[config.mk]
export PLATFORM = sky130hd
export DESIGN_NAME = refcounted_buffer_pool_queue
export DESIGN_NICKNAME = d
export VERILOG_FILES = /design/src/rtl/core/rcbpq_pkg.sv /design/src/rtl/core/rcbpq_ram.sv /design/src/rtl/core/refcounted_buffer_pool_queue.sv
export SDC_FILE = /design/constraint.sdc
export NUM_CORES = 1
export LEC_CHECK = 0
export ABC_AREA = 0
export BUFFER_PORTS_ARGS = -buffer_cell sky130_fd_sc_hd__buf_2
export CAP_MARGIN = 5
export CORE_MARGIN = 2
export CORE_UTILIZATION = 55
export CTS_BUF_LIST = sky130_fd_sc_hd__clkbuf_4
export DETAILED_ROUTE_END_ITERATION = 6
export GPL_ROUTABILITY_DRIVEN = 0
export GPL_TIMING_DRIVEN = 0
export PLACE_DENSITY = 0.72
export SLEW_MARGIN = 40
export SYNTH_ARGS = -nofsm -noshare
export SYNTH_HDL_FRONTEND = slang
export SYNTH_SLANG_ARGS = --single-unit
[constraint.sdc]
create_clock -name clk -period 6.9 [get_ports clk]
set_input_delay 1.725 -clock clk [delete_from_list [all_inputs] [get_ports clk]]
set_output_delay 1.725 -clock clk [all_outputs]
set_load 0.02 [all_outputs]
[src/rtl/core/rcbpq_pkg.sv]
// ----------------------------------------------------------------------------
// rcbpq_pkg
// Shared types and constants for the reference-counted buffer pool queue.
// ----------------------------------------------------------------------------
`default_nettype none

package rcbpq_pkg;

  localparam int DEPTH_DEF   = 16;
  localparam bit PREFILL_DEF = 1'b1;

  localparam int HANDLE_W    = 4;
  localparam int NUM_HANDLES = 16;
  localparam int OP_W        = 3;
  localparam int STATUS_W    = 2;
  localparam int CAP_W       = 5;
  localparam int USE_W       = 8;
  localparam int CAP_RESET   = 16;

  localparam logic [USE_W-1:0] USE_MAX = 8'd255;

  localparam logic [OP_W-1:0] OP_PUT   = 3'd0;
  localparam logic [OP_W-1:0] OP_GET   = 3'd1;
  localparam logic [OP_W-1:0] OP_COUNT = 3'd2;
  localparam logic [OP_W-1:0] OP_INC   = 3'd3;
  localparam logic [OP_W-1:0] OP_FREE  = 3'd4;

  localparam logic [STATUS_W-1:0] ST_OK    = 2'd0;
  localparam logic [STATUS_W-1:0] ST_FULL  = 2'd1;
  localparam logic [STATUS_W-1:0] ST_EMPTY = 2'd2;
  localparam logic [STATUS_W-1:0] ST_DEC   = 2'd3;

  typedef struct packed {
    logic [OP_W-1:0]     op;
    logic [HANDLE_W-1:0] handle;
  } req_t;

  typedef struct packed {
    logic [STATUS_W-1:0] status;
    logic [HANDLE_W-1:0] handle_out;
    logic [CAP_W-1:0]    queued;
  } rsp_t;

endpackage

`default_nettype wire

[src/rtl/core/rcbpq_ram.sv]
// ----------------------------------------------------------------------------
// rcbpq_ram
// Generic single-write, single-read RAM with a registered read port.
// ----------------------------------------------------------------------------
`default_nettype none

module rcbpq_ram #(
  parameter int WIDTH = 8,
  parameter int DEPTH = 16
) (
  input  wire logic                     clk,
  input  wire logic                     we,
  input  wire logic [$clog2(DEPTH)-1:0] waddr,
  input  wire logic [WIDTH-1:0]         wdata,
  input  wire logic [$clog2(DEPTH)-1:0] raddr,
  output logic      [WIDTH-1:0]         rdata
);

  logic [WIDTH-1:0] mem [DEPTH];

  always_ff @(posedge clk) begin
    if (we) begin
      mem[waddr] <= wdata;
    end
    rdata <= mem[raddr];
  end

endmodule

`default_nettype wire

[src/rtl/core/refcounted_buffer_pool_queue.sv]
// ----------------------------------------------------------------------------
// refcounted_buffer_pool_queue
// Circular queue of frame handles with a per-handle use count. Each request
// is done in order: a synchronous read of the slot and use-count memories as
// it is accepted, then a modify and write back in the EXEC state. The result
// is registered at the write-back edge and strobed in the cycle after that
// edge; no new request is accepted while busy. Reset and each capacity write
// empty or prefill the queue at once.
// ----------------------------------------------------------------------------
`default_nettype none

module refcounted_buffer_pool_queue #(
  parameter int DEPTH   = rcbpq_pkg::DEPTH_DEF,
  parameter bit PREFILL = rcbpq_pkg::PREFILL_DEF
) (
  input  wire logic                       clk,
  input  wire logic                       rst,
  input  wire logic                       start,
  output logic                            busy,
  input  wire rcbpq_pkg::req_t            request,
  output logic                            result_valid,
  output rcbpq_pkg::rsp_t                 result,
  input  wire logic                       cfg_valid,
  output logic                            cfg_ready,
  input  wire logic [rcbpq_pkg::CAP_W-1:0] cfg_data
);

  localparam int IW = (DEPTH > 1) ? $clog2(DEPTH) : 1;
  localparam int AW = ((IW > rcbpq_pkg::CAP_W) ? IW : rcbpq_pkg::CAP_W) + 1;
  localparam int HW = rcbpq_pkg::HANDLE_W;
  localparam int CW = rcbpq_pkg::CAP_W;
  localparam int UW = rcbpq_pkg::USE_W;
  localparam int CAP_RST =
    (DEPTH < rcbpq_pkg::CAP_RESET) ? DEPTH : rcbpq_pkg::CAP_RESET;

  localparam logic STATE_IDLE = 1'b0;
  localparam logic STATE_EXEC = 1'b1;

  logic                                state;
  logic [rcbpq_pkg::OP_W-1:0]          op_q;
  logic [HW-1:0]                       handle_q;
  logic [CW-1:0]                       capacity;
  logic [IW-1:0]                       head_index;
  logic [IW-1:0]                       tail_index;
  logic [CW-1:0]                       fill_count;
  logic [DEPTH-1:0]                    slot_valid;
  logic [rcbpq_pkg::NUM_HANDLES-1:0]   use_valid;

  logic [IW-1:0]                       head_next;
  logic [IW-1:0]                       tail_next;
  logic [CW-1:0]                       fill_next;
  logic [CW-1:0]                       cap_clamped;
  rcbpq_pkg::rsp_t                     result_next;

  logic [HW-1:0]                       slot_q;
  logic [HW-1:0]                       slot_rd;
  logic [UW-1:0]                       use_q;
  logic [UW-1:0]                       use_rd;
  logic                                slot_we;
  logic                                use_we;
  logic [UW-1:0]                       use_wdata;
  logic                                do_put;
  logic                                is_full;
  logic [AW-1:0]                       head_inc;
  logic [AW-1:0]                       tail_inc;

  assign busy      = (state == STATE_EXEC);
  assign cfg_ready = ~busy;

  rcbpq_ram #(
    .WIDTH (HW),
    .DEPTH (DEPTH)
  ) u_slot_ram (
    .clk   (clk),
    .we    (slot_we),
    .waddr (tail_index),
    .wdata (handle_q),
    .raddr (head_index),
    .rdata (slot_q)
  );

  rcbpq_ram #(
    .WIDTH (UW),
    .DEPTH (rcbpq_pkg::NUM_HANDLES)
  ) u_use_ram (
    .clk   (clk),
    .we    (use_we),
    .waddr (handle_q),
    .wdata (use_wdata),
    .raddr (request.handle),
    .rdata (use_q)
  );

  // Entries not written since reset or the last capacity write read as their
  // initial contents.
  always_comb begin
    if (slot_valid[head_index]) begin
      slot_rd = slot_q;
    end else if (PREFILL) begin
      slot_rd = HW'(head_index);
    end else begin
      slot_rd = '0;
    end
    use_rd = use_valid[handle_q] ? use_q : '0;
  end

  always_comb begin
    if (cfg_data == '0) begin
      cap_clamped = CW'(1);
    end else if (AW'(cfg_data) > AW'(DEPTH)) begin
      cap_clamped = CW'(DEPTH);
    end else begin
      cap_clamped = cfg_data;
    end
  end

  always_comb begin
    head_inc   = AW'(head_index) + AW'(1);
    tail_inc   = AW'(tail_index) + AW'(1);
    is_full    = (fill_count >= capacity);
    head_next  = head_index;
    tail_next  = tail_index;
    fill_next  = fill_count;
    slot_we    = 1'b0;
    use_we     = 1'b0;
    use_wdata  = use_rd;
    do_put     = 1'b0;
    result_next.status     = rcbpq_pkg::ST_OK;
    result_next.handle_out = '0;
    case (op_q)
      rcbpq_pkg::OP_PUT: begin
        do_put = 1'b1;
      end
      rcbpq_pkg::OP_GET: begin
        if (fill_count == '0) begin
          result_next.status = rcbpq_pkg::ST_EMPTY;
        end else begin
          result_next.handle_out = slot_rd;
          head_next = (head_inc >= AW'(capacity)) ? '0 : IW'(head_inc);
          fill_next = fill_count - CW'(1);
        end
      end
      rcbpq_pkg::OP_INC: begin
        use_we = busy;
        if (use_rd != rcbpq_pkg::USE_MAX) begin
          use_wdata = use_rd + UW'(1);
        end
      end
      rcbpq_pkg::OP_FREE: begin
        if (use_rd != '0) begin
          use_we    = busy;
          use_wdata = use_rd - UW'(1);
          result_next.status = rcbpq_pkg::ST_DEC;
        end else begin
          do_put = 1'b1;
        end
      end
      default: begin
      end
    endcase
    if (do_put) begin
      if (is_full) begin
        result_next.status = rcbpq_pkg::ST_FULL;
      end else begin
        slot_we   = busy;
        tail_next = (tail_inc >= AW'(capacity)) ? '0 : IW'(tail_inc);
        fill_next = fill_count + CW'(1);
      end
    end
    result_next.queued = fill_next;
  end

  always_ff @(posedge clk) begin
    if (rst) begin
      state        <= STATE_IDLE;
      result_valid <= 1'b0;
      capacity     <= CW'(CAP_RST);
      head_index   <= '0;
      tail_index   <= '0;
      fill_count   <= PREFILL ? CW'(CAP_RST) : '0;
      slot_valid   <= '0;
      use_valid    <= '0;
    end else begin
      result_valid <= (state == STATE_EXEC);
      case (state)
        STATE_IDLE: begin
          if (start) begin
            state    <= STATE_EXEC;
            op_q     <= request.op;
            handle_q <= request.handle;
          end
          if (cfg_valid && cfg_ready) begin
            capacity   <= cap_clamped;
            head_index <= '0;
            tail_index <= '0;
            fill_count <= PREFILL ? cap_clamped : '0;
            slot_valid <= '0;
            use_valid  <= '0;
          end
        end
        STATE_EXEC: begin
          state        <= STATE_IDLE;
          result       <= result_next;
          head_index   <= head_next;
          tail_index   <= tail_next;
          fill_count   <= fill_next;
          if (slot_we) begin
            slot_valid[tail_index] <= 1'b1;
          end
          if (use_we) begin
            use_valid[handle_q] <= 1'b1;
          end
        end
        default: begin
          state <= STATE_IDLE;
        end
      endcase
    end
  end

endmodule

`default_nettype wire
* Word level (Yosys, flattened, before mapping)
Memories as Yosys holds them, arrays and structs flattened. A register that Yosys moved wholly into a read port is not among the register bits.
Index checks and enable logic that the tools add are counted.
** Storage, ports and cells
- Register bits :: 70
- RAM bits :: 192
- Output and inout bits :: 14
- Logic and storage cells :: 113
- Memories kept :: 2
** Memory list
- u_use_ram.mem :: words 16, width 8, read ports 1, clocked after memory_dff 1, wr ports 1, RTL line rcbpq_ram.sv:19 : logic [WIDTH-1:0] mem [DEPTH];
- u_slot_ram.mem :: words 16, width 4, read ports 1, clocked after memory_dff 1, wr ports 1, RTL line rcbpq_ram.sv:19
** Operators by class
- Add/subtract/negate cells :: 6
- Order comparisons :: 9
- Eq/ne operators :: 11
- Mux-type cells :: 52
- Bitwise operators :: 5
- Reduce and logical (&&, ||, !) cells :: 15
** Operator list (count)
- 16-bit one-hot mux with 2 select lines :: 2
- 16-bit 2-to-1 mux :: 3
- 5-bit 2-to-1 mux :: 7
- 4-bit 2-to-1 mux :: 8
- 16-bit bitwise OR :: 2
- 8-bit 2-to-1 mux :: 3
- 4-bit one-hot mux with 2 select lines :: 2
- 8-bit one-hot mux with 2 select lines :: 1
- 5-bit >= comparator :: 3
- 4-bit by 5-bit < comparator with 1-bit output, second input constant :: 3
- 1-bit 2-to-1 mux :: 13
- 4-bit by 1-bit adder with 5-bit output, second input constant :: 2
- 5-bit zero test :: 2
- 2-bit by 1-bit inequality test with 1-bit output, second input constant :: 5
- 5-bit one-hot mux with 2 select lines :: 1
- 3-bit AND reduction :: 3
- 8-bit by 1-bit adder with 8-bit output, second input constant :: 1
- 1-bit binary-select mux with 4-bit select :: 2
- 1-bit demux with 4-bit select :: 2
- 4-bit by 1-bit >= comparator with 1-bit output, second input constant :: 2
- 2-bit 2-to-1 mux :: 4
- 8-bit inequality test, second input constant :: 1
- 2-bit AND reduction :: 4
- 8-bit nonzero test :: 1
- other kinds (14) :: 21

* Longest topological paths before layout
Gate-level depths: netlist of run 1.
- Depth in word-level cells :: 9
- Gate-level depth with buffers :: 15
- Mapped depth without buffers :: 12

* By module
Synthesis of run 1 repeated with hierarchy kept, for this count alone.
** Unflattened totals
- Cells, all modules :: 808
- Area total of the unflattened synthesis :: 12039.0 um2
** By module, submodules not included
- rcbpq_ram at u_use_ram :: times used 1, cells an instance 229, area each 5147.4 um2, sequential area each 4003.8 um2
- refcounted_buffer_pool_queue :: times used 1, cells an instance 449, area each 4225.3 um2, sequential area each 1581.5 um2
- rcbpq_ram at u_slot_ram :: times used 1, cells an instance 130, area each 2666.3 um2, sequential area each 2001.9 um2

* Worst setup path before layout of run 1
No wires, ideal clock.
- Path type :: register -> register
- Start point :: reg handle_q[3]
- End point :: mem u_use_ram.mem[2][0], enable pin
- Arrival :: 3612 ps
- Data required time :: 6517 ps
- Path slack :: 2905 ps
- Cell stages (with the launch flop) :: 14
- Period minus slack after synthesis :: 3995 ps
- Cells stage by stage :: edfxtp_1 -> buf_4 -> buf_6 -> mux2i_1 -> mux4_2 -> mux2i_2 -> clkbuf_1 -> nand2_1 -> ha_1 -> inv_1 -> a211o_1 -> buf_2 -> nand4_1 -> nor3_1
** On the way
- Cells in the longest elaborated chain, start to end :: 8
** RTL lines
- from (decl) :: RTL line refcounted_buffer_pool_queue.sv:41 : logic [HW-1:0] handle_q;
- from (signal assigned) :: RTL line refcounted_buffer_pool_queue.sv:190 : handle_q <= request.handle;
- 1-bit binary-select mux with 4-bit select :: RTL line refcounted_buffer_pool_queue.sv:104 : use_rd = use_valid[handle_q] ? use_q : '0;
- 1-bit 2-to-1 mux (not written as such) :: RTL line refcounted_buffer_pool_queue.sv:104
- 8-bit 2-to-1 mux :: RTL line refcounted_buffer_pool_queue.sv:104
- 8-bit nonzero test :: RTL line refcounted_buffer_pool_queue.sv:150 : if (use_rd != '0) begin
- 1-bit 2-to-1 mux :: RTL line refcounted_buffer_pool_queue.sv:150
- 1-bit one-hot mux with 2 select lines :: RTL line refcounted_buffer_pool_queue.sv:130 : case (op_q)
- 1-bit 2-to-1 mux :: RTL line rcbpq_ram.sv:22 : if (we) begin
- 1-bit 2-to-1 mux (not written as such) :: RTL line rcbpq_ram.sv:23 : mem[waddr] <= wdata;
- to (decl) :: RTL line rcbpq_ram.sv:19
Several ways; a longest one is shown, not always the timed one. The select of a mux whose other input is x is not followed.

* Final worst setup path of run 1
- Start point :: reg handle_q[1]
- End point :: mem u_use_ram.mem[6][7], enable pin
Same word-level chain as after synthesis.

==> flow_summary.html, run 1 <==
<table>
<tr><th>Metric</th><th>Value</th></tr>
<tr><th colspan="2">Routing</th></tr>
<tr><td>Vias per Instance</td><td>about 6</td></tr>
<tr><td>WL final</td><td>approximately 25000 µm</td></tr>
<tr><td>Number of routed nets with antenna violations</td><td>0</td></tr>
<tr><td>Met2 Routed Length</td><td>between 10000 and 15000 µm</td></tr>
<tr><td>Mean routed wirelength per cell</td><td>around 21 µm</td></tr>
<tr><td>Routed wl met3</td><td>~1600 µm</td></tr>
<tr><td>Number of vias after detailed routing</td><td>about 7300</td></tr>
<tr><td>TritonRoute pass-1 iters</td><td>5</td></tr>
<tr><td>Uppermost layer routed</td><td>met4</td></tr>
<tr><td>DRC violation count after routing</td><td>0</td></tr>
<tr><td>Metal-1 WL</td><td>9753 µm</td></tr>
<tr><td>DR iter-0 viols</td><td>~650</td></tr>
<tr><th colspan="2">Flow run</th></tr>
<tr><td>Max-Cap Viols</td><td>0</td></tr>
<tr><th colspan="2">Floorplan</th></tr>
<tr><td>Initial cell density of the core</td><td>between 50% and 60%</td></tr>
<tr><td>Floorplan row count</td><td>53</td></tr>
<tr><td>Area of the die</td><td>about 23000 µm²</td></tr>
<tr><td>Vertical extent of the die</td><td>approximately 150 µm</td></tr>
<tr><td>Area of the core</td><td>21020 µm²</td></tr>
<tr><td>Horizontal die dimension</td><td>~150 µm</td></tr>
<tr><td>Top-Level Pins</td><td>30</td></tr>
<tr><th colspan="2">Finish</th></tr>
<tr><td>Reg area</td><td>7587 µm²</td></tr>
<tr><td>Inserted Diodes</td><td>0</td></tr>
<tr><td>Fraction of final layout cells sized beyond drive strength 1</td><td>25.26%</td></tr>
<tr><td>Commonest cells after routing, fill and taps aside</td><td>210 x sky130_fd_sc_hd__edfxtp_1, 103 x sky130_fd_sc_hd__clkbuf_4, 67 x sky130_fd_sc_hd__mux4_2</td></tr>
<tr><td>Area of the multi-input gates</td><td>a little under 4000 µm²</td></tr>
<tr><td>Total number of nets in the final design</td><td>between 900 and 1000</td></tr>
<tr><td>Number of fill cells</td><td>~1500</td></tr>
<tr><td>Area grow syn2layout</td><td>12.45%</td></tr>
<tr><td>Final Core Density</td><td>between 60% and 70%</td></tr>
<tr><td>Most common cell after layout, fill and taps aside</td><td>sky130_fd_sc_hd__edfxtp_1</td></tr>
<tr><td>Final Instance Area</td><td>roughly 13000 µm²</td></tr>
<tr><th colspan="2">Clock network</th></tr>
<tr><td>Total setup buffers inserted after CTS</td><td>0</td></tr>
<tr><td>H-tree depth</td><td>3</td></tr>
<tr><td>Total number of clock tree sinks</td><td>roughly 270</td></tr>
<tr><td>Clock slew at the register clock pins of the worst setup and hold paths</td><td>about 60 ps</td></tr>
<tr><td>Resized Gates After CTS</td><td>0</td></tr>
<tr><td>Worst-Skew Late Latency</td><td>670 ps</td></tr>
<tr><td>Clk buf depth</td><td>3</td></tr>
<tr><td>Root buffer cell</td><td>sky130_fd_sc_hd__clkbuf_4</td></tr>
<tr><td>Clock buffer count from CTS</td><td>between 60 and 70</td></tr>
<tr><td>Clock tree from TritonCTS</td><td>yes</td></tr>
<tr><td>CTS Hold Buffers Added</td><td>0</td></tr>
<tr><th colspan="2">Pwr</th></tr>
<tr><td>Peak VDD IR</td><td>0.0001745 V</td></tr>
<tr><td>Total power density per cell area</td><td>248.4 nW/µm²</td></tr>
<tr><td>Leak pwr</td><td>between 4 and 5 nW</td></tr>
<tr><td>Total Power</td><td>between 3 and 4 mW</td></tr>
<tr><th colspan="2">Worst setup path</th></tr>
<tr><td>Critical Path Sink Type</td><td>flip-flop</td></tr>
<tr><td>Startpoint type of the worst setup path</td><td>flip-flop</td></tr>
<tr><td>WP buf/inv</td><td>4</td></tr>
<tr><td>CP Data Arrival Time</td><td>between 5000 and 6000 ps</td></tr>
<tr><td>Kind of cell adding the most delay to the critical path</td><td>simple AND/OR/NAND/NOR gates</td></tr>
<tr><td>Maximum fanout along the worst path</td><td>17</td></tr>
<tr><td>Worst Setup Path Type</td><td>reg -&gt; reg</td></tr>
<tr><td>Cells along the critical path</td><td>clkbuf_1, mux4_2, mux2i_2, clkbuf_1, nand2_1, ha_1, inv_1, a211o_1, buf_2, nand4_1, nor2_1</td></tr>
<tr><td>Crit-path slowest cell</td><td>sky130_fd_sc_hd__nor2_1</td></tr>
<tr><td>Crit-path max cell delay</td><td>a little under 800 ps</td></tr>
<tr><td>Reg-to-Reg Start</td><td>handle_q[1]$_DFFE_PP_</td></tr>
<tr><td>CP Data Required Time</td><td>roughly 7200 ps</td></tr>
<tr><td>Setup crit start</td><td>handle_q[1]$_DFFE_PP_</td></tr>
<tr><td>Most frequent cell on the critical path</td><td>sky130_fd_sc_hd__clkbuf_1</td></tr>
<tr><th colspan="2">Yosys</th></tr>
<tr><td>Most used DFF post-synth</td><td>sky130_fd_sc_hd__edfxtp_1</td></tr>
<tr><td>Ys async rst share</td><td>0%</td></tr>
<tr><td>EDFF count, synth</td><td>210</td></tr>
<tr><td>Yosys cell types</td><td>a little under 60</td></tr>
<tr><td>Fraction of the yosys area taken by sequential cells</td><td>between 60% and 70%</td></tr>
<tr><td>Yosys warnings</td><td>0</td></tr>
<tr><td>Average cell area after synthesis</td><td>between 10 and 15 µm²</td></tr>
<tr><td>Post-Synthesis Cells</td><td>~800</td></tr>
<tr><td>Total of flip-flops plus latches after synthesis</td><td>274</td></tr>
<tr><td>Total nets after synthesis</td><td>839</td></tr>
<tr><td>Cell area after synthesis</td><td>around 12000 µm²</td></tr>
<tr><th colspan="2">Worst hold path</th></tr>
<tr><td>Min-delay worst type</td><td>reg -&gt; reg</td></tr>
<tr><td>Hold path startpoint</td><td>use_valid[7]$_SDFFE_PP0P_</td></tr>
<tr><th colspan="2">STA</th></tr>
<tr><td>Clock skew</td><td>between 40 and 50 ps</td></tr>
<tr><td>Post-route setup TNS</td><td>0 ps</td></tr>
<tr><td>Final period util</td><td>between 70% and 80%</td></tr>
<tr><td>Final setup slack of the worst path</td><td>approximately 1700 ps</td></tr>
<tr><td>Time the final worst path needs with I/O delays and setup</td><td>~5200 ps</td></tr>
<tr><td>Number of slew-limit violations in the final report</td><td>0</td></tr>
<tr><td>Setup repair after global routing missed its margin</td><td>false</td></tr>
<tr><td>Max-slew headroom at the worst pin</td><td>~46%</td></tr>
<tr><td>Peak clock frequency supported by timing</td><td>around 190 MHz</td></tr>
<tr><td>Total setup violations reported at the end of the flow</td><td>0</td></tr>
<tr><td>Actual slew at the worst max-slew pin</td><td>approximately 810 ps</td></tr>
<tr><td>Number of hold-slack violations in the final timing report</td><td>0</td></tr>
<tr><th colspan="2">Global routing</th></tr>
<tr><td>First-pass GRT wire length</td><td>between 40000 and 50000 µm</td></tr>
<tr><td>Antenna violations before repair</td><td>0</td></tr>
<tr><td>Maximum number of pins on one net before global-route repair</td><td>19</td></tr>
<tr><td>Via count of the first global-routing pass</td><td>7598</td></tr>
<tr><td>GRT Resource Usage Total</td><td>between 20% and 30%</td></tr>
<tr><td>Overall overflow remaining after global route</td><td>0</td></tr>
<tr><th colspan="2">Placed design</th></tr>
<tr><td>HPWL after DPL</td><td>17430 µm</td></tr>
<tr><td>Buffers added on ports</td><td>27</td></tr>
<tr><td>Post-Place Cell Area</td><td>12310 µm²</td></tr>
<tr><td>Setup slack after placement</td><td>1913 ps</td></tr>
<tr><th colspan="2">Status</th></tr>
<tr><td>Status</td><td>finished, final reports clean</td></tr>
</table>
[per-layer routing]
metal	vias up	global-route usage, %
li1	3351	-
met1	3601	28.62
met2	296	41.60
met3	65	4.788
met4	0	8.679
met5	-	0
[power by group]
| group | switching (mW) | internal, mW |
|---|---|---|
| sequential | 0.0116 | 1.77 |
| combinational | 0.0926 | 0.0535 |
| clock | 0.636 | 0.723 |
[cell usage after synthesis (all sizes together), types with 11 or more instances]
library cell	count	area share [%]
o21ai	39	1.7
nor3	11	0.47
mux2i	21	1.8
nor2	61	1.9
mux4	67	13
nand2	62	2.0
edfxtp	210	54
ha	24	2.6
inv	25	0.80
buf	13	0.61
dfxtp	64	11
nand3	13	0.55
clkbuf	33	1.1
nand4	13	0.69
a21oi	25	1.1
[metrics by stage]
step / std cells / hold WS [ps]
6_report: 1225 / 454.0
5_1_grt: 1225 / 476.8
4_1_cts: 1225 / 453.5
3_5_place_dp: 1103 / 441.5
3_3_place_gp: 1101 / 434.8
2_1_floorplan: 799 / 424.4
[final timing paths]
| check | endpoint | slack (ps) | cells after the start |
|---|---|---|---|
| worst max-delay path | u_use_ram.mem[6][7]$_DFFE_PP_ | 1740 | 11 |
| worst min-delay path | use_valid[7]$_SDFFE_PP0P_ | 450 | 2 |
| worst max register to register | u_use_ram.mem[6][7]$_DFFE_PP_ | 1740 | 11 |
| worst min register to register | use_valid[7]$_SDFFE_PP0P_ | 450 | 2 |
[area by class of cell]
cell class | instances | share of cell area [%]
clock inverters | 19 | 0.8418
flip-flops and latches | 274 | 57.35
well taps | 275 | 2.601
inverters | 25 | 0.7094
plain buffers | 46 | 1.513
clock buffers | 103 | 5.845
repair buffers | 29 | 1.135
multi-input cells | 454 | 30.00
[state kept, by name (all words and copies together), names as in the netlist, 5 cells and up]
signal and flops:
use_valid 16, u_slot_ram.mem 64, capacity 5, fill_count 5
slot_valid 16, u_use_ram.mem 128, result 11, u_use_ram.rdata 8
[logic make-up (layout without fill, tap and decap cells)]
kind of cell	count (synthesis)	after routing	share of synthesized area [%]
XOR/XNOR	7	7	0.5212
adder cells (fa/ha/maj)	24	24	2.553
AO/OA/AOI/OAI	124	124	6.722
multiplexers	90	90	14.84
AND/OR/NAND/NOR	209	209	8.413
buffers and inverters	71	222	2.457
flip-flops	274	274	64.50
[worst reg2reg max path, stage by stage, from the launching register on]
cell and delay, ps:
sky130_fd_sc_hd__edfxtp_1 710, sky130_fd_sc_hd__clkbuf_1 460, sky130_fd_sc_hd__mux4_2 630, sky130_fd_sc_hd__mux2i_2 410
sky130_fd_sc_hd__clkbuf_1 440, sky130_fd_sc_hd__nand2_1 200, sky130_fd_sc_hd__ha_1 320, sky130_fd_sc_hd__inv_1 180
sky130_fd_sc_hd__a211o_1 120, sky130_fd_sc_hd__buf_2 190, sky130_fd_sc_hd__nand4_1 360, sky130_fd_sc_hd__nor2_1 770
(Power assumes the default switching activity.)
==> run 2: changes to the inputs <==
--- a/config.mk
+++ b/config.mk
@@ -5,7 +5,7 @@
 export SDC_FILE = /design/constraint.sdc
 export NUM_CORES = 1
 export LEC_CHECK = 0
-export ABC_AREA = 0
+export ABC_AREA = 1
 export BUFFER_PORTS_ARGS = -buffer_cell sky130_fd_sc_hd__buf_2
 export CAP_MARGIN = 5
 export CORE_MARGIN = 2
@@ -14,7 +14,7 @@
 export DETAILED_ROUTE_END_ITERATION = 6
 export GPL_ROUTABILITY_DRIVEN = 0
 export GPL_TIMING_DRIVEN = 0
-export PLACE_DENSITY = 0.72
+export PLACE_DENSITY = 0.74
 export SLEW_MARGIN = 40
 export SYNTH_ARGS = -nofsm -noshare
 export SYNTH_HDL_FRONTEND = slang
==> constraint.sdc (replaced) <==
create_clock -name clk -period 4.7 [get_ports clk]
set_input_delay 1.175 -clock clk [delete_from_list [all_inputs] [get_ports clk]]
set_output_delay 1.175 -clock clk [all_outputs]
set_load 0.02 [all_outputs]
==> run 2 against run 1 <==
Effect of this change:
- core utilization down 0.054 points
- final area up 3.7%
- setup slack worse by 1100 ps
- critical path depth up 7
- wire length up 16%
- synthesized cell count up 45%
- fmax up 27%
- synthesized area up 4.1%
- register-to-register slack worse by 1100 ps
- die area up 4.0%
- sequential share of layout area down 2.1 points
- largest power group unchanged
- highest routed layer unchanged
==> flow_summary.html, run 2 <==
<table>
<tr><th>Metric</th><th>Value</th></tr>
<tr><th colspan="2">Status</th></tr>
<tr><td>Status</td><td>finished, final reports clean</td></tr>
<tr><th colspan="2">Yosys</th></tr>
<tr><td>Most common library cells after synthesis</td><td>210 x sky130_fd_sc_hd__edfxtp_1, 148 x sky130_fd_sc_hd__inv_1, 141 x sky130_fd_sc_hd__nand2_1, 98 x sky130_fd_sc_hd__o21ai_0, 96 x sky130_fd_sc_hd__nor2_1</td></tr>
<tr><td>Average cell area after synthesis</td><td>~11 µm²</td></tr>
<tr><td>Total nets after synthesis</td><td>between 1000 and 1500</td></tr>
<tr><td>Share of the synthesized area in the top cell type</td><td>about 50%</td></tr>
<tr><td>Count leader, synth</td><td>sky130_fd_sc_hd__edfxtp_1</td></tr>
<tr><td>Cell area after synthesis</td><td>12250 µm²</td></tr>
<tr><td>Post-Synthesis Cells</td><td>between 1000 and 1500</td></tr>
<tr><td>Yosys warnings</td><td>0</td></tr>
<tr><td>Ys async rst share</td><td>0%</td></tr>
<tr><td>Cells taking the most area after synthesis</td><td>sky130_fd_sc_hd__edfxtp_1 51%, sky130_fd_sc_hd__dfxtp_1 10%, sky130_fd_sc_hd__inv_1 4.5%</td></tr>
<tr><td>EDFF count, synth</td><td>210</td></tr>
<tr><td>Most used DFF post-synth</td><td>sky130_fd_sc_hd__edfxtp_1</td></tr>
<tr><td>Largest area contributor in the netlist</td><td>sky130_fd_sc_hd__edfxtp_1</td></tr>
<tr><td>Fraction of the yosys area taken by sequential cells</td><td>roughly three fifths</td></tr>
<tr><td>Yosys cell types</td><td>45</td></tr>
<tr><td>Total of flip-flops plus latches after synthesis</td><td>around 270</td></tr>
<tr><th colspan="2">Pwr</th></tr>
<tr><td>Peak VDD IR</td><td>0.0002525 V</td></tr>
<tr><td>Total power density per cell area</td><td>364.1 nW/µm²</td></tr>
<tr><td>Leak pwr</td><td>about 5.3 nW</td></tr>
<tr><td>Total Power</td><td>roughly 5 mW</td></tr>
<tr><th colspan="2">Clock network</th></tr>
<tr><td>Resized Gates After CTS</td><td>0</td></tr>
<tr><td>Clock tree from TritonCTS</td><td>yes</td></tr>
<tr><td>CTS Hold Buffers Added</td><td>0</td></tr>
<tr><td>Clock buffer count from CTS</td><td>70</td></tr>
<tr><td>Clk buf depth</td><td>3</td></tr>
<tr><td>Total number of clock tree sinks</td><td>~270</td></tr>
<tr><td>Root buffer cell</td><td>sky130_fd_sc_hd__clkbuf_4</td></tr>
<tr><td>Clock slew at the register clock pins of the worst setup and hold paths</td><td>approximately 60 ps</td></tr>
<tr><td>Worst-Skew Late Latency</td><td>690 ps</td></tr>
<tr><td>Total setup buffers inserted after CTS</td><td>0</td></tr>
<tr><td>H-tree depth</td><td>3</td></tr>
<tr><th colspan="2">Floorplan</th></tr>
<tr><td>Floorplan row count</td><td>54</td></tr>
<tr><td>Area of the die</td><td>about 23000 µm²</td></tr>
<tr><td>Vertical extent of the die</td><td>approximately 150 µm</td></tr>
<tr><td>Area of the core</td><td>21820 µm²</td></tr>
<tr><td>Top-Level Pins</td><td>30</td></tr>
<tr><td>Horizontal die dimension</td><td>around 150 µm</td></tr>
<tr><td>Initial cell density of the core</td><td>between 50% and 60%</td></tr>
<tr><th colspan="2">Finish</th></tr>
<tr><td>Cell Count, Final, Fillers Out</td><td>1602</td></tr>
<tr><td>Number of flip-flops in the largest register</td><td>about 130</td></tr>
<tr><td>Commonest cells after routing, fill and taps aside</td><td>210 x sky130_fd_sc_hd__edfxtp_1, 148 x sky130_fd_sc_hd__inv_1, 141 x sky130_fd_sc_hd__nand2_1</td></tr>
<tr><td>Largest registers ranked by flip-flop count</td><td>u_use_ram.mem (128), u_slot_ram.mem (64)</td></tr>
<tr><td>Final Instance Area</td><td>about 14000 µm²</td></tr>
<tr><td>Fraction of final layout cells sized beyond drive strength 1</td><td>14.23%</td></tr>
<tr><td>Area grow syn2layout</td><td>12.02%</td></tr>
<tr><td>Total number of nets in the final design</td><td>roughly 1300</td></tr>
<tr><td>Most common cell after layout, fill and taps aside</td><td>sky130_fd_sc_hd__edfxtp_1</td></tr>
<tr><td>Number of fill cells</td><td>between 1500 and 2000</td></tr>
<tr><td>Register with the highest flop count</td><td>u_use_ram.mem</td></tr>
<tr><th colspan="2">STA</th></tr>
<tr><td>Setup repair after global routing missed its margin</td><td>false</td></tr>
<tr><td>Number of hold-slack violations in the final timing report</td><td>0</td></tr>
<tr><td>Time the final worst path needs with I/O delays and setup</td><td>between 4000 and 5000 ps</td></tr>
<tr><td>Actual slew at the worst max-slew pin</td><td>roughly 810 ps</td></tr>
<tr><td>Peak clock frequency supported by timing</td><td>between 200 and 250 MHz</td></tr>
<tr><td>Total setup violations reported at the end of the flow</td><td>0</td></tr>
<tr><td>Clock skew</td><td>roughly 26 ps</td></tr>
<tr><td>Max-slew headroom at the worst pin</td><td>a little under half</td></tr>
<tr><td>Final setup slack of the worst path</td><td>approximately 650 ps</td></tr>
<tr><td>Post-route setup TNS</td><td>0 ps</td></tr>
<tr><td>Number of slew-limit violations in the final report</td><td>0</td></tr>
<tr><td>Final period util</td><td>~86%</td></tr>
<tr><th colspan="2">Global routing</th></tr>
<tr><td>GR Layer Usage met2</td><td>approximately 41%</td></tr>
<tr><td>Global routing usage on met3</td><td>between 5 and 6%</td></tr>
<tr><td>GR Layer Usage met1</td><td>around a third</td></tr>
<tr><td>First-pass GRT wire length</td><td>~47000 µm</td></tr>
<tr><td>Maximum number of pins on one net before global-route repair</td><td>22</td></tr>
<tr><td>Overall overflow remaining after global route</td><td>0</td></tr>
<tr><td>GR peak layer</td><td>met2</td></tr>
<tr><td>Via count of the first global-routing pass</td><td>roughly 9000</td></tr>
<tr><td>GRT Resource Usage Total</td><td>between 20% and 30%</td></tr>
<tr><td>Antenna violations before repair</td><td>1</td></tr>
<tr><th colspan="2">Flow run</th></tr>
<tr><td>Max-Cap Viols</td><td>0</td></tr>
<tr><th colspan="2">Placed design</th></tr>
<tr><td>Buffers added on ports</td><td>29</td></tr>
<tr><td>Post-Place Cell Area</td><td>around 13000 µm²</td></tr>
<tr><td>Total placed cells including tap cells</td><td>1476</td></tr>
<tr><td>Setup slack after placement</td><td>around 610 ps</td></tr>
<tr><td>HPWL after DPL</td><td>between 20000 and 25000 µm</td></tr>
<tr><th colspan="2">Routing</th></tr>
<tr><td>Number of vias after detailed routing</td><td>about 9200</td></tr>
<tr><td>DR iter-0 viols</td><td>between 900 and 1000</td></tr>
<tr><td>Number of routed nets with antenna violations</td><td>0</td></tr>
<tr><td>DRC violation count after routing</td><td>0</td></tr>
<tr><td>WL final</td><td>around 29000 µm</td></tr>
<tr><td>Vias per Instance</td><td>about 5.7</td></tr>
<tr><td>Mean routed wirelength per cell</td><td>18.41 µm</td></tr>
<tr><td>TritonRoute pass-1 iters</td><td>6</td></tr>
<tr><th colspan="2">Worst setup path</th></tr>
<tr><td>Kind of cell adding the most delay to the critical path</td><td>simple AND/OR/NAND/NOR gates</td></tr>
<tr><td>Crit-path slowest cell</td><td>sky130_fd_sc_hd__edfxtp_1</td></tr>
<tr><td>Startpoint type of the worst setup path</td><td>flip-flop</td></tr>
<tr><td>Critical Path Sink Type</td><td>flip-flop</td></tr>
<tr><td>Cells along the critical path</td><td>inv_2, nand2_1, nand2_1, nand2_1, nand2_1, nand2_1, nand2_4, nor2_8, nor2_1, inv_1, ha_1, inv_1, nor2_4, nand2_2, nand2_1, inv_1, nand3_1, nand3_1</td></tr>
<tr><td>CP Data Arrival Time</td><td>~4200 ps</td></tr>
<tr><td>Worst Setup Path Type</td><td>reg -&gt; reg</td></tr>
<tr><td>Crit-path max cell delay</td><td>between 700 and 800 ps</td></tr>
<tr><td>Maximum fanout along the worst path</td><td>20</td></tr>
<tr><td>Most frequent cell on the critical path</td><td>sky130_fd_sc_hd__nand2_1</td></tr>
<tr><td>WP buf/inv</td><td>4</td></tr>
<tr><td>CP Data Required Time</td><td>between 4000 and 5000 ps</td></tr>
<tr><th colspan="2">Worst hold path</th></tr>
<tr><td>Min-delay worst type</td><td>reg -&gt; reg</td></tr>
</table>
## run 2: cell types whose count changed in the layout (fill, tap and decap cells not counted), sizes merged, moves of 39 or more
cell	previous run	this run
nor2	61	100
nand2	62	154
nand3	13	63
inv	26	155
mux4	67	0
o21ai	39	101
a21oi	25	90
## run 2: final timing paths
kind / from / to / slack, ps / cells after the start
max reg2reg: handle_q[0]$_DFFE_PP_ / u_use_ram.mem[12][5]$_DFFE_PP_ / 650 / 18
max: handle_q[0]$_DFFE_PP_ / u_use_ram.mem[12][5]$_DFFE_PP_ / 650 / 18
min: use_valid[12]$_SDFFE_PP0P_ / use_valid[12]$_SDFFE_PP0P_ / 450 / 2
min reg2reg: use_valid[12]$_SDFFE_PP0P_ / use_valid[12]$_SDFFE_PP0P_ / 450 / 2
## run 2: final cells by class
cell class / instances / area [µm²] / share of cell area [%]
diodes: 1 / 2.502 / 0.01824
plain buffers: 49 / 216.5 / 1.577
clock buffers: 100 / 750.7 / 5.471
clock inverters: 25 / 177.7 / 1.295
inverters: 157 / 589.3 / 4.295
multi-input cells: 681 / 3870 / 28.20
flip-flops and latches: 274 / 7587 / 55.29
well taps: 280 / 350.3 / 2.553
repair buffers: 35 / 177.7 / 1.295
## run 2: tightest hold or removal path, cell delays in order, from the launching register on
cell and delay [ps]:
sky130_fd_sc_hd__dfxtp_1 300, sky130_fd_sc_hd__inv_1 40, sky130_fd_sc_hd__a21oi_1 50
## run 2: metrics by stage
stage	hold WS [ps]	util, %
6_report	448.9	62.88
5_1_grt	471.9	62.88
3_5_place_dp	438.5	58.59
3_3_place_gp	433.4	58.40
4_1_cts	448.6	62.84
2_1_floorplan	426.8	-
## run 2: kinds of logic (layout without fill, tap and decap cells)
group           after synthesis  after routing  share of synthesized area [%]
fa+ha+maj                    24             24                          2.451
simple gates                350            350                          13.10
buf+inv                     206            366                          6.578
mux                          32             32                          2.615
flops                       274            274                          61.94
compound gates              262            262                          12.39
other cells                   0              1                              0
xor+xnor                     13             13                         0.9295
## run 2: layer usage
metal  wire length (µm)  part of all wire (%)
met4                932                   3.2
met3               2718                   9.2
met2              13820                    47
met1              12020                    41
met5                  0                     0
## run 2: where the power goes
part / internal, mW / switching [mW] / total, mW
clock network: 1.11 / 0.992 / 2.10
logic: 0.0793 / 0.187 / 0.266
registers: 2.61 / 0.0245 / 2.63
total: 3.79 / 1.20 / 5.00
